[config.mk]
export PLATFORM = sky130hd
export DESIGN_NAME = look_disk_scheduler
export DESIGN_NICKNAME = d
export VERILOG_FILES = /design/src/sv/lds_pkg.sv /design/src/sv/lds_ram.sv /design/src/sv/lds_cmp.sv /design/src/sv/look_disk_scheduler.sv
export SDC_FILE = /design/constraint.sdc
export NUM_CORES = 1
export LEC_CHECK = 0
export BUFFER_PORTS_ARGS = -buffer_cell sky130_fd_sc_hd__buf_2
export CORE_UTILIZATION = 55
export DETAILED_ROUTE_END_ITERATION = 8
export PLACE_DENSITY = 0.68
export SLEW_MARGIN = 20
export SYNTH_ARGS = -nofsm -noshare
export SYNTH_HDL_FRONTEND = slang
export SYNTH_SLANG_ARGS = --single-unit
export TNS_END_PERCENT = 50
[constraint.sdc]
create_clock -name clk_i -period 7.5 [get_ports clk_i]
set_input_delay 0 -clock clk_i [delete_from_list [all_inputs] [get_ports clk_i]]
set_output_delay 0 -clock clk_i [all_outputs]
set_load 0.01 [all_outputs]
[src/sv/lds_pkg.sv]
// Shared types and defaults for the LOOK disk scheduler.
// No dependencies; lds_cmp, the top level and the testbench refer to it by scoped names.
`default_nettype none

package lds_pkg;

  localparam int unsigned MAX_REQUESTS_DEF = 16;
  localparam int unsigned TRACK_BITS_DEF   = 16;

  localparam int unsigned FIELD_W = 16;
  localparam int unsigned MOVE_W  = 17;
  localparam logic [MOVE_W-1:0] MOVE_MAX = 17'h1FFFF;

  // command codes
  localparam logic CMD_LOAD = 1'b0;
  localparam logic CMD_RUN  = 1'b1;

  typedef struct packed {
    logic               cmd;
    logic [FIELD_W-1:0] track;
  } req_t;

  typedef struct packed {
    logic [FIELD_W-1:0] served_track;
    logic [MOVE_W-1:0]  total_movement;
    logic               last;
    logic               empty_run;
    logic               overflow;
  } res_t;

  // flags of the shared compare unit, a against b
  typedef struct packed {
    logic ge;
    logic gt;
  } cmp_flags_t;

endpackage

`default_nettype wire

[src/sv/lds_ram.sv]
// Generic single-write, single-read RAM with a registered read port.
// Depends on nothing.
`default_nettype none

module lds_ram #(
  parameter  int unsigned WIDTH = 16,
  parameter  int unsigned DEPTH = 16,
  localparam int unsigned AddrW = (DEPTH > 1) ? $clog2(DEPTH) : 1
) (
  input  wire logic                   clk_i,
  input  wire logic                   we_i,
  input  wire logic [AddrW-1:0]       waddr_i,
  input  wire logic [WIDTH-1:0]       wdata_i,
  input  wire logic [AddrW-1:0]       raddr_i,
  output logic      [WIDTH-1:0]       rdata_o
);

  logic [WIDTH-1:0] mem [DEPTH];

  always_ff @(posedge clk_i) begin
    if (we_i) begin
      mem[waddr_i] <= wdata_i;
    end
    rdata_o <= mem[raddr_i];
  end

endmodule

`default_nettype wire

[src/sv/lds_cmp.sv]
// Shared compare and distance unit: one subtractor gives a>=b, a>b and |a-b|.
// Depends on lds_pkg for the flag struct.
`default_nettype none

module lds_cmp #(
  parameter int unsigned W = 16
) (
  input  wire logic [W-1:0]     a_i,
  input  wire logic [W-1:0]     b_i,
  output lds_pkg::cmp_flags_t   flags_o,
  output logic      [W-1:0]     absdiff_o
);

  logic [W:0] diff;
  logic       borrow;

  assign diff      = {1'b0, a_i} - {1'b0, b_i};
  assign borrow    = diff[W];
  assign flags_o.ge = !borrow;
  assign flags_o.gt = !borrow && (diff[W-1:0] != '0);
  // negate the low bits when b is the larger operand
  assign absdiff_o = borrow ? (~diff[W-1:0] + {{(W-1){1'b0}}, 1'b1}) : diff[W-1:0];

endmodule

`default_nettype wire

[src/sv/look_disk_scheduler.sv]
// LOOK disk scheduler top level: sequencer, request RAM and shared compare unit.
// Depends on lds_pkg, lds_ram and lds_cmp.
`default_nettype none

// Channel   Direction  Handshake                 Payload
// request   in         start && !busy            req_i   (lds_pkg::req_t)
// result    out        res_strobe_o, one cycle   res_o   (lds_pkg::res_t)
// config    in         cfg_we_i                  cfg_wdata_i (sweep_up_first)
//
// Sequencing: a load sorts the new request into the store by insertion, with
// one RAM read and one write per shifted (larger) entry; an empty store takes
// just the write. A run over n requests first scans the sorted entries for the
// split point (at most n entries scanned) and then emits one result per RAM
// read; every step is paced by the single registered RAM read port. A run on an
// empty store and a load into a full store are handled in idle and never raise busy.
// Reset clears the request count, the drop flag and sets sweep_up_first; the
// RAM is not cleared, only counted entries are ever read.
// The receiver cannot stall: each result is shown for one cycle only.

module look_disk_scheduler #(
  parameter int unsigned MAX_REQUESTS = lds_pkg::MAX_REQUESTS_DEF,
  parameter int unsigned TRACK_BITS   = lds_pkg::TRACK_BITS_DEF
) (
  input  wire logic          clk_i,
  input  wire logic          rst_ni,
  input  wire logic          start,
  output logic               busy,
  input  wire lds_pkg::req_t req_i,
  output logic               res_strobe_o,
  output lds_pkg::res_t      res_o,
  input  wire logic          cfg_we_i,
  input  wire logic          cfg_wdata_i
);

  // stored tracks are masked to TRACK_BITS, never wider than the field
  localparam int unsigned StoreW = (TRACK_BITS < lds_pkg::FIELD_W) ? TRACK_BITS
                                                                    : lds_pkg::FIELD_W;
  localparam int unsigned AddrW  = (MAX_REQUESTS > 1) ? $clog2(MAX_REQUESTS) : 1;
  localparam int unsigned CntW   = $clog2(MAX_REQUESTS + 1);
  localparam logic [CntW-1:0] CntMax = CntW'(MAX_REQUESTS);
  localparam logic [CntW-1:0] CntOne = CntW'(1);

  localparam logic [2:0] S_IDLE    = 3'd0;
  localparam logic [2:0] S_INS_RD  = 3'd1;
  localparam logic [2:0] S_INS_CMP = 3'd2;
  localparam logic [2:0] S_INS_FIN = 3'd3;
  localparam logic [2:0] S_SPL_RD  = 3'd4;
  localparam logic [2:0] S_SPL_CMP = 3'd5;
  localparam logic [2:0] S_EMT_RD  = 3'd6;
  localparam logic [2:0] S_EMT_CMP = 3'd7;

  logic [2:0]        state_q, state_d;
  logic [CntW-1:0]   cnt_q, cnt_d;       // queued requests
  logic              drop_q, drop_d;     // a load was dropped since last run
  logic              sweep_q;            // sweep_up_first register
  logic [CntW-1:0]   up_q, up_d;         // insert slot, scan index, next upward index
  logic [CntW-1:0]   dn_q, dn_d;         // one above the next downward index
  logic              dir_q, dir_d;       // current sweep direction, 1 = up
  logic [CntW-1:0]   k_q, k_d;           // results emitted in this run
  logic [StoreW-1:0] opnd_q, opnd_d;     // value to insert, head, then current track
  logic [lds_pkg::MOVE_W-1:0] move_q, move_d;
  logic              strobe_d;
  lds_pkg::res_t     res_d;

  logic              accept;
  logic [StoreW-1:0] in_track;

  logic              ram_we;
  logic [CntW-1:0]   ram_wsel;
  logic [StoreW-1:0] ram_wdata;
  logic [CntW-1:0]   ram_rsel;
  logic [StoreW-1:0] ram_rdata;

  lds_pkg::cmp_flags_t cmp_flags;
  logic [StoreW-1:0]   cmp_absdiff;

  logic              up_avail, dn_avail, take_up;
  logic [CntW-1:0]   emit_sel;
  logic [lds_pkg::MOVE_W:0] move_sum;
  logic              is_last;

  assign accept   = start && !busy;
  assign in_track = req_i.track[StoreW-1:0];
  assign busy     = (state_q != S_IDLE);

  lds_ram #(
    .WIDTH (StoreW),
    .DEPTH (MAX_REQUESTS)
  ) u_ram (
    .clk_i   (clk_i),
    .we_i    (ram_we),
    .waddr_i (ram_wsel[AddrW-1:0]),
    .wdata_i (ram_wdata),
    .raddr_i (ram_rsel[AddrW-1:0]),
    .rdata_o (ram_rdata)
  );

  // the RAM word is always the left operand; the right one is the held operand
  lds_cmp #(
    .W (StoreW)
  ) u_cmp (
    .a_i       (ram_rdata),
    .b_i       (opnd_q),
    .flags_o   (cmp_flags),
    .absdiff_o (cmp_absdiff)
  );

  // pick the next index of the sweep; turn around when one side runs out
  assign up_avail = (up_q != cnt_q);
  assign dn_avail = (dn_q != '0);
  assign take_up  = dir_q ? up_avail : !dn_avail;
  assign emit_sel = take_up ? up_q : (dn_q - CntOne);

  assign move_sum = {1'b0, move_q} + (lds_pkg::MOVE_W + 1)'(cmp_absdiff);
  assign is_last  = ((k_q + CntOne) == cnt_q);

  always_comb begin
    state_d  = state_q;
    cnt_d    = cnt_q;
    drop_d   = drop_q;
    up_d     = up_q;
    dn_d     = dn_q;
    dir_d    = dir_q;
    k_d      = k_q;
    opnd_d   = opnd_q;
    move_d   = move_q;
    strobe_d = 1'b0;
    res_d    = res_o;
    ram_we   = 1'b0;
    ram_wsel = up_q;
    ram_wdata = opnd_q;
    ram_rsel = up_q;

    unique case (state_q)
      S_IDLE: begin
        if (accept) begin
          opnd_d = in_track;
          if (req_i.cmd == lds_pkg::CMD_LOAD) begin
            if (cnt_q == CntMax) begin
              // store full: drop the request
              drop_d = 1'b1;
            end else begin
              up_d    = cnt_q;
              state_d = (cnt_q == '0) ? S_INS_FIN : S_INS_RD;
            end
          end else if (cnt_q == '0) begin
            // empty run: one flagged result with the head itself
            strobe_d                 = 1'b1;
            res_d.served_track       = lds_pkg::FIELD_W'(in_track);
            res_d.total_movement     = '0;
            res_d.last               = 1'b1;
            res_d.empty_run          = 1'b1;
            res_d.overflow           = drop_q;
            drop_d                   = 1'b0;
          end else begin
            up_d    = '0;
            state_d = S_SPL_RD;
          end
        end
      end

      S_INS_RD: begin
        ram_rsel = up_q - CntOne;
        state_d  = S_INS_CMP;
      end

      S_INS_CMP: begin
        ram_we = 1'b1;
        if (cmp_flags.gt) begin
          // shift the larger entry up one slot
          ram_wdata = ram_rdata;
          up_d      = up_q - CntOne;
          state_d   = (up_q == CntOne) ? S_INS_FIN : S_INS_RD;
        end else begin
          cnt_d   = cnt_q + CntOne;
          state_d = S_IDLE;
        end
      end

      S_INS_FIN: begin
        ram_we  = 1'b1;
        cnt_d   = cnt_q + CntOne;
        state_d = S_IDLE;
      end

      S_SPL_RD: begin
        state_d = S_SPL_CMP;
      end

      S_SPL_CMP: begin
        dir_d  = sweep_q;
        k_d    = '0;
        move_d = '0;
        if (cmp_flags.ge) begin
          dn_d    = up_q;
          state_d = S_EMT_RD;
        end else begin
          up_d    = up_q + CntOne;
          dn_d    = up_q + CntOne;
          state_d = ((up_q + CntOne) == cnt_q) ? S_EMT_RD : S_SPL_RD;
        end
      end

      S_EMT_RD: begin
        ram_rsel = emit_sel;
        dir_d    = take_up;
        if (take_up) begin
          up_d = up_q + CntOne;
        end else begin
          dn_d = dn_q - CntOne;
        end
        state_d = S_EMT_CMP;
      end

      S_EMT_CMP: begin
        move_d = move_sum[lds_pkg::MOVE_W] ? lds_pkg::MOVE_MAX
                                           : move_sum[lds_pkg::MOVE_W-1:0];
        strobe_d             = 1'b1;
        res_d.served_track   = lds_pkg::FIELD_W'(ram_rdata);
        res_d.total_movement = move_d;
        res_d.last           = is_last;
        res_d.empty_run      = 1'b0;
        res_d.overflow       = drop_q;
        opnd_d               = ram_rdata;
        k_d                  = k_q + CntOne;
        if (is_last) begin
          cnt_d   = '0;
          drop_d  = 1'b0;
          state_d = S_IDLE;
        end else begin
          state_d = S_EMT_RD;
        end
      end

      default: begin
        state_d = S_IDLE;
      end
    endcase
  end

  // control state
  always_ff @(posedge clk_i or negedge rst_ni) begin
    if (!rst_ni) begin
      state_q      <= S_IDLE;
      cnt_q        <= '0;
      drop_q       <= 1'b0;
      sweep_q      <= 1'b1;
      res_strobe_o <= 1'b0;
    end else begin
      state_q      <= state_d;
      cnt_q        <= cnt_d;
      drop_q       <= drop_d;
      res_strobe_o <= strobe_d;
      if (cfg_we_i) begin
        sweep_q <= cfg_wdata_i;
      end
    end
  end

  // datapath, no reset needed
  always_ff @(posedge clk_i) begin
    up_q   <= up_d;
    dn_q   <= dn_d;
    dir_q  <= dir_d;
    k_q    <= k_d;
    opnd_q <= opnd_d;
    move_q <= move_d;
    res_o  <= res_d;
  end

  // the request count never passes the store depth
  a_cnt_bound: assert property (@(posedge clk_i) disable iff (!rst_ni)
    cnt_q <= CntMax)
    else $error("request count beyond store depth");

  // a run on an empty store answers in the next cycle with a flagged result
  a_empty_run: assert property (@(posedge clk_i) disable iff (!rst_ni)
    (accept && req_i.cmd == lds_pkg::CMD_RUN && cnt_q == '0)
      |=> (res_strobe_o && res_o.empty_run && res_o.last))
    else $error("empty run did not give its flagged result");

  // an empty-run result carries no movement
  a_empty_move: assert property (@(posedge clk_i) disable iff (!rst_ni)
    (res_strobe_o && res_o.empty_run) |-> (res_o.total_movement == '0))
    else $error("empty run reported movement");

  // after the last result of a sweep the block is idle with an empty store
  a_last_idle: assert property (@(posedge clk_i) disable iff (!rst_ni)
    (res_strobe_o && res_o.last && !res_o.empty_run) |-> (!busy && cnt_q == '0))
    else $error("sequencer still busy after last result");

endmodule

`default_nettype wire

* After elaboration in Yosys (flattened, before gate mapping)
Memories as Yosys holds them, arrays and structs flattened. A register that Yosys moved wholly into a read port is not among the register bits.
Index checks and enable logic that the tools add are counted.
Widths: inputs -> output; s select.
** Storage, ports and cells
- Bits in registers :: 96
- Bits in writable memories :: 256
- Input port bits :: 22
- Output and inout bits :: 38
- Memories kept :: 1
** Memories
- u_ram.mem :: depth 16, bits a word 16, rd ports 1, clocked after memory_dff 1, wr ports 1, line lds_ram.sv:18 : logic [WIDTH-1:0] mem [DEPTH];
** Cells by class
- Add/sub/neg operators :: 8
- Equal/unequal tests :: 24
- Multiplexer cells :: 53
- Bitwise logic cells :: 1
- Reduce and logical (&&, ||, !) cells :: 23
** Operators with widths (number)
- $mux 36 :: 3
- $pmux 36 s2 :: 1
- $mux 16 :: 4
- $mux 5 :: 10
- $pmux 17 s2 :: 1
- $pmux 16 s2 :: 1
- $pmux 3 s8 :: 1
- $pmux 5 s2 :: 2
- $pmux 5 s4 :: 1
- $add 17x16->18 :: 1
- $mux 17 :: 1
- $sub 16x16->17 :: 1
- $add 16x1->16 const B :: 1
- $ne 2x2->1 const B :: 8
- $not 16->16 :: 1
- $reduce_bool 16->1 :: 1
- $add 5x1->5 const B :: 3
- $mux 3 :: 5
- $pmux 5 s3 :: 1
- $eq 3x3->1 const B :: 4
- $mux 1 :: 12
- $ne 3x3->1 const B :: 4
- $eq 5x5->1 :: 2
- $mux 2 :: 5
- 23 further kinds :: 35

* Logic depth before layout (Yosys ltp)
- Word-level depth :: 7
- Depth in mapped cells :: 23
- Mapped depth without buffers :: 21

* Cells and area by module
From an unflattened synthesis, not the netlist that was laid out.
** Unflattened totals
- Cell total of the unflattened synthesis :: 1121
- Area total of the unflattened synthesis :: 16768.6 um2
** By module, submodules not included
- lds_ram :: times used 1, cells an instance 432, area each 10042.1 um2, seq. area each 8007.7 um2
- look_disk_scheduler :: times used 1, cells an instance 507, area each 5491.5 um2, seq. area each 2829.0 um2
- lds_cmp :: times used 1, cells an instance 182, area each 1234.9 um2, seq. area each 0.0 um2

* Worst setup path after synthesis
OpenSTA, ideal clock, no wires.
- Path type :: register -> register
- Start :: register opnd_q[0]
- End :: register move_q[15] (netlist bit) (data pin)
- Library setup time :: 260 ps
- Arrival :: 5387 ps
- Path slack :: 1853 ps
- Cell stages (with the launch flop) :: 22
- Cell sequence :: edfxtp_1 -> ha_1 -> fa_1 -> nand2b_1 -> a211oi_1 -> o31ai_1 -> a211oi_1 -> o2111a_1 -> nor2_1 -> clkbuf_1 -> buf_1 -> mux2i_1 -> ha_1 -> a21o_1 -> a21o_1 -> a2111oi_0 -> o31ai_1 -> o41a_1 -> a41oi_1 -> a21boi_0 -> or3_1 -> o221a_2
** Between the ends
- Longest elaborated chain between the ends :: 7
** RTL lines
- start, declared :: line look_disk_scheduler.sv:60 : logic [StoreW-1:0] opnd_q, opnd_d;
- start signal, assigned :: line look_disk_scheduler.sv:266 : opnd_q <= opnd_d;
- $sub 16x16->17 * :: line lds_cmp.sv:17 : assign diff = {1'b0, a_i} - {1'b0, b_i};
- $not 16->16 :: line lds_cmp.sv:22 : assign absdiff_o = borrow ? (~diff[W-1:0] + {{(W-1){1'b0}}, 1'b1}) : diff[W-1:0];
- $add 16x1->16 :: line lds_cmp.sv:22
- $mux 16 * :: line lds_cmp.sv:22
- $add 17x16->18 * :: line look_disk_scheduler.sv:114 : assign move_sum = {1'b0, move_q} + (lds_pkg::MOVE_W + 1)'(cmp_absdiff);
- $mux 17 * :: line look_disk_scheduler.sv:216 : move_d = move_sum[lds_pkg::MOVE_W] ? lds_pkg::MOVE_MAX
- $pmux 17 s2 * :: line look_disk_scheduler.sv:134 : unique case (state_q)
- end signal, assigned :: line look_disk_scheduler.sv:267 : move_q <= move_d;
- end, declared :: line look_disk_scheduler.sv:61 : logic [lds_pkg::MOVE_W-1:0] move_q, move_d;
Mark *: on every way between the ends. The rest lies on a longest branch, timed or not.
A chain may end at the register's enable or synchronous reset.

* Worst setup path in the final report
- Start :: register opnd_q[0]
- End :: register res_o[8] (netlist bit) (data pin)
** Between the ends
- Longest elaborated chain between the ends :: 7
** RTL lines
- $sub 16x16->17 * :: line lds_cmp.sv:17
- $not 16->16 :: line lds_cmp.sv:22
- $add 16x1->16 :: line lds_cmp.sv:22
- $mux 16 * :: line lds_cmp.sv:22
- $add 17x16->18 * :: line look_disk_scheduler.sv:114
- $mux 17 * :: line look_disk_scheduler.sv:216
- $pmux 36 s2 * :: line look_disk_scheduler.sv:134
- end signal, assigned :: line look_disk_scheduler.sv:268 : res_o <= res_d;
- end, declared :: line look_disk_scheduler.sv:30 : output lds_pkg::res_t res_o,
Marks and branches as above.

==> impl_results.md <==
* Endpoints failing setup at 0
* CTS tree: yes
* Die width at 177.8 microns
* Layout Skew at 9.693 ps
* Type of the worst min-delay path: primary input to register
* FF/Latch Area at 10,840 sq um
* # Post-CTS Setup Buffers at 0
* CTS H-tree lvls at 2
* Share of cells above drive strength 1 at 9.718%
* Clock Path Buffers at 3
* #FFs+latches synth at 368
* Final min period at 6191 ps
* FP Rows at 63
* Warnings, synthesis at 0
* Drt pass-1 iters at 6
* RSZ-0062 raised after global routing: false
* Routed Wire Length at 37,770 microns
* CTS sink cnt at 368
* Cells on worst reg2reg path at 20
* Worst path arrival time at 6390 ps
* Req. time, crit path at 7700 ps
* Slew HR at 27.29%
* Leading area contributor after synthesis: edfxtp_1
* Hold Vio Cnt, Final at 0
* Status: completed
* Root Driver: clkbuf_16
* Reg2reg start: opnd_q[0]$_DFFE_PP_
* Gr ovfl total at 0
* EDFF count, synth at 341
* Clk slew on worst S/H paths at 60 ps
* Vert. Die Dim at 177.8 microns
* Critical path class: register to register
* Footprint of the multi-input gates at 5714 sq um
* Number of global-route vias before repair at 11,040
* Worst slew pin tran at 1090 ps
* Yosys top cell area share at 60.24%
* Number of buffers created by CTS at 38
* Core area at 30,030 sq um
* # diodes at 0
* Share of synthesized registers carrying an async set or reset at 2.989%
* Ys flop type: edfxtp_1
* Yosys cell types at 74
* Critical Path Source Type: register
* Vias per std cell at 5.930
* HPWL Detailed at 23,840 microns
* Number of DRC markers in iteration 0 at 900
* Avg Inst Size Synth at 11.72 sq um
* Nets at 1,568
* IO Port Bufs at 59
* Endpoint type of the worst setup path: register
* Per-cell routed wire length at 19.74 microns
* Largest net degree at the start of global routing at 97
* Die ar. at 31,610 sq um
* Crit-path max FO at 22
* Hold Path Origin: cfg_wdata_i
* Synthesis-to-finish area growth at 11.39%
* First-pass GRT wire length at 59,960 microns
* GRT Total Usage at 24.57%
* Vias at 11,350
* Final slew viol count at 0
* RD Place Congestion at 0.8532
* Syn nets at 1,517
* Initial core utilization at 56.60%
* Worst-Skew Late Latency at 530 ps
* Sequential cell area fraction in the yosys report at 63.75%
* Synth area leaders: edfxtp_1, nand2_1, nand3_1, ha_1, a21oi_1
* Max cap viols at 0
* Antenna Nets Post-Route at 0
* Final worst-path cycle share at 82.55%
* Achievable frequency at 161.5 MHz
* R2R setup slack at 1310 ps
* Fill count at 2,283
* Initial antenna violation count at 0
* Hold-critical path depth at 4
* I/O pins at 60
* Mapped cell area at 17,000 sq um
* Endpoint of the worst hold-timing path: sweep_q$_DFFE_PN1P_
* Crit Reg-Reg Endpoint: res_o[8]$_SDFFCE_PN0P_
* Fin Setup TNS at 0 ps
* Gate Count Post-Synth at 1,450
* DRC viols at 0
metrics by stage:
stage | setup WS (ps) | instances | area (sq um) | utilization, % | hold slack (ps)
floorplan | 1853 | 1450 | 17000 | - | -295.6
global placement | 1456 | 1828 | 17570 | 58.49 | -104.5
detailed placement | 1277 | 1828 | 17570 | 58.49 | -103.5
CTS | 1260 | 1913 | 18930 | 63.04 | 203.6
global route | 520.5 | 1913 | 18930 | 63.04 | 268.2
finish | 1309 | 1913 | 18930 | 63.04 | 220.0
worst max-delay path, cell delays in order, from the launching register on:
cell       delay, ps
edfxtp_1         390
ha_1             240
fa_1             410
nand2b_1         180
a211oi_1         210
o31ai_1          140
a211oi_1         290
o2111a_1         350
nor2_1            80
buf_4            210
mux2i_1          260
ha_1             280
a21o_1           180
a21o_1           210
a2111oi_0        660
o31ai_1          220
o41a_1           410
a41oi_1          320
nand2_1           80
o2111ai_1        430
o21ai_0          290
layout by cell type, fill, tap and decap left out, types with 10 or more instances in the layout:
| master | netlist | routed |
|---|---|---|
| clkbuf_1 | 70 | 11 |
| a21oi_1 | 76 | 76 |
| o211ai_1 | 34 | 34 |
| dfxtp_1 | 16 | 16 |
| nand3_1 | 149 | 149 |
| xnor2_1 | 37 | 37 |
| o22ai_1 | 18 | 18 |
| nor2_1 | 51 | 51 |
| and3_1 | 10 | 10 |
| inv_1 | 42 | 42 |
| o21ai_0 | 48 | 48 |
| buf_4 | 2 | 10 |
| clkbuf_16 | 0 | 38 |
| mux2_2 | 14 | 14 |
| nand2_1 | 227 | 227 |
| a21o_1 | 10 | 10 |
| ha_1 | 43 | 43 |
| nand2b_1 | 38 | 38 |
| buf_2 | 3 | 59 |
| xor2_1 | 29 | 29 |
| and2_1 | 19 | 19 |
| edfxtp_1 | 341 | 341 |
| dfrtp_1 | 10 | 10 |
| nor3_1 | 51 | 49 |
| dlygate4sd3_1 | 0 | 23 |
timing repair:
item / CTS / global route
hold buffers: 23 / 0
gates resized for setup: 0 / 0
endpoints found under the hold margin: 49 / 0
worst max-delay path by stage:
stage | slack, ps | end | cells after the start | startpoint
3_5_place_dp | 1280 | res_o[8]$_SDFFCE_PN0P_ | 20 | opnd_q[0]$_DFFE_PP_
3_3_place_gp | 1460 | move_q[2]$_SDFFCE_PN0P_ | 20 | opnd_q[0]$_DFFE_PP_
5_1_grt | 520 | res_o[8]$_SDFFCE_PN0P_ | 20 | opnd_q[0]$_DFFE_PP_
4_1_cts | 1260 | res_o[8]$_SDFFCE_PN0P_ | 20 | opnd_q[0]$_DFFE_PP_
2_1_floorplan | 1850 | move_q[15]$_SDFFCE_PN0P_ | 21 | opnd_q[0]$_DFFE_PP_
6_report | 1310 | res_o[8]$_SDFFCE_PN0P_ | 20 | opnd_q[0]$_DFFE_PP_
final cells by class:
cell class,count,area share (%)
clock buffers,50,5.313
clock inverters,12,0.6873
inverters,42,0.8327
multi-input cells,959,30.18
flip-flops and latches,368,57.24
well taps,390,2.577
repair buffers,92,3.172
registers in the layout (all words and copies together) (netlist names):
| signal | cells |
|---|---|
| dir_q | 1 |
| state_q | 3 |
| drop_q | 1 |
| move_q | 17 |
| cnt_q | 5 |
| sweep_q | 1 |
| u_ram.mem | 256 |
| k_q | 5 |
| res_strobe_o | 1 |
| opnd_q | 16 |
| res_o | 36 |
| u_ram.rdata_o | 16 |
| ram_wsel | 5 |
| dn_q | 5 |
logic make-up after synthesis:
family | Yosys count | share of synthesized area (%)
adder cells (fa/ha/maj) | 45 | 3.401
buffers and inverters | 123 | 2.827
multiplexers | 20 | 1.288
XOR/XNOR | 66 | 3.401
AND/OR/NAND/NOR | 581 | 16.02
flip-flops | 368 | 63.75
AO/OA/AOI/OAI | 247 | 9.312
synthesized netlist by cell type, types with 3 or more instances:
master / instances
edfxtp_1: 341
nand2_1: 227
nand3_1: 149
a21oi_1: 76
clkbuf_1: 70
nor2_1: 51
nor3_1: 51
o21ai_0: 48
ha_1: 43
inv_1: 42
nand2b_1: 38
xnor2_1: 37
o211ai_1: 34
xor2_1: 29
and2_1: 19
o22ai_1: 18
dfxtp_1: 16
mux2_2: 14
a21o_1: 10
and3_1: 10
dfrtp_1: 10
o31ai_1: 8
a211oi_1: 7
nor2b_1: 7
or3_1: 6
a22oi_1: 5
buf_1: 5
mux2i_1: 5
nand4_1: 5
a31oi_1: 3
buf_2: 3
nand3b_1: 3
o2111ai_1: 3
o21a_1: 3
or2_2: 3
metal layers:
metal  GRT usage (%)  vias up  share of wire (%)
li1                -     5416                  -
met1           34.08     5531                 44
met2           41.37      345                 48
met3           2.999       53                5.6
met4           5.734        0                1.8
met5               0        -                  0
Power is left out: the tool's default activity adds up to more than one toggle a clock period on the data nets, which glitch-free logic cannot reach.
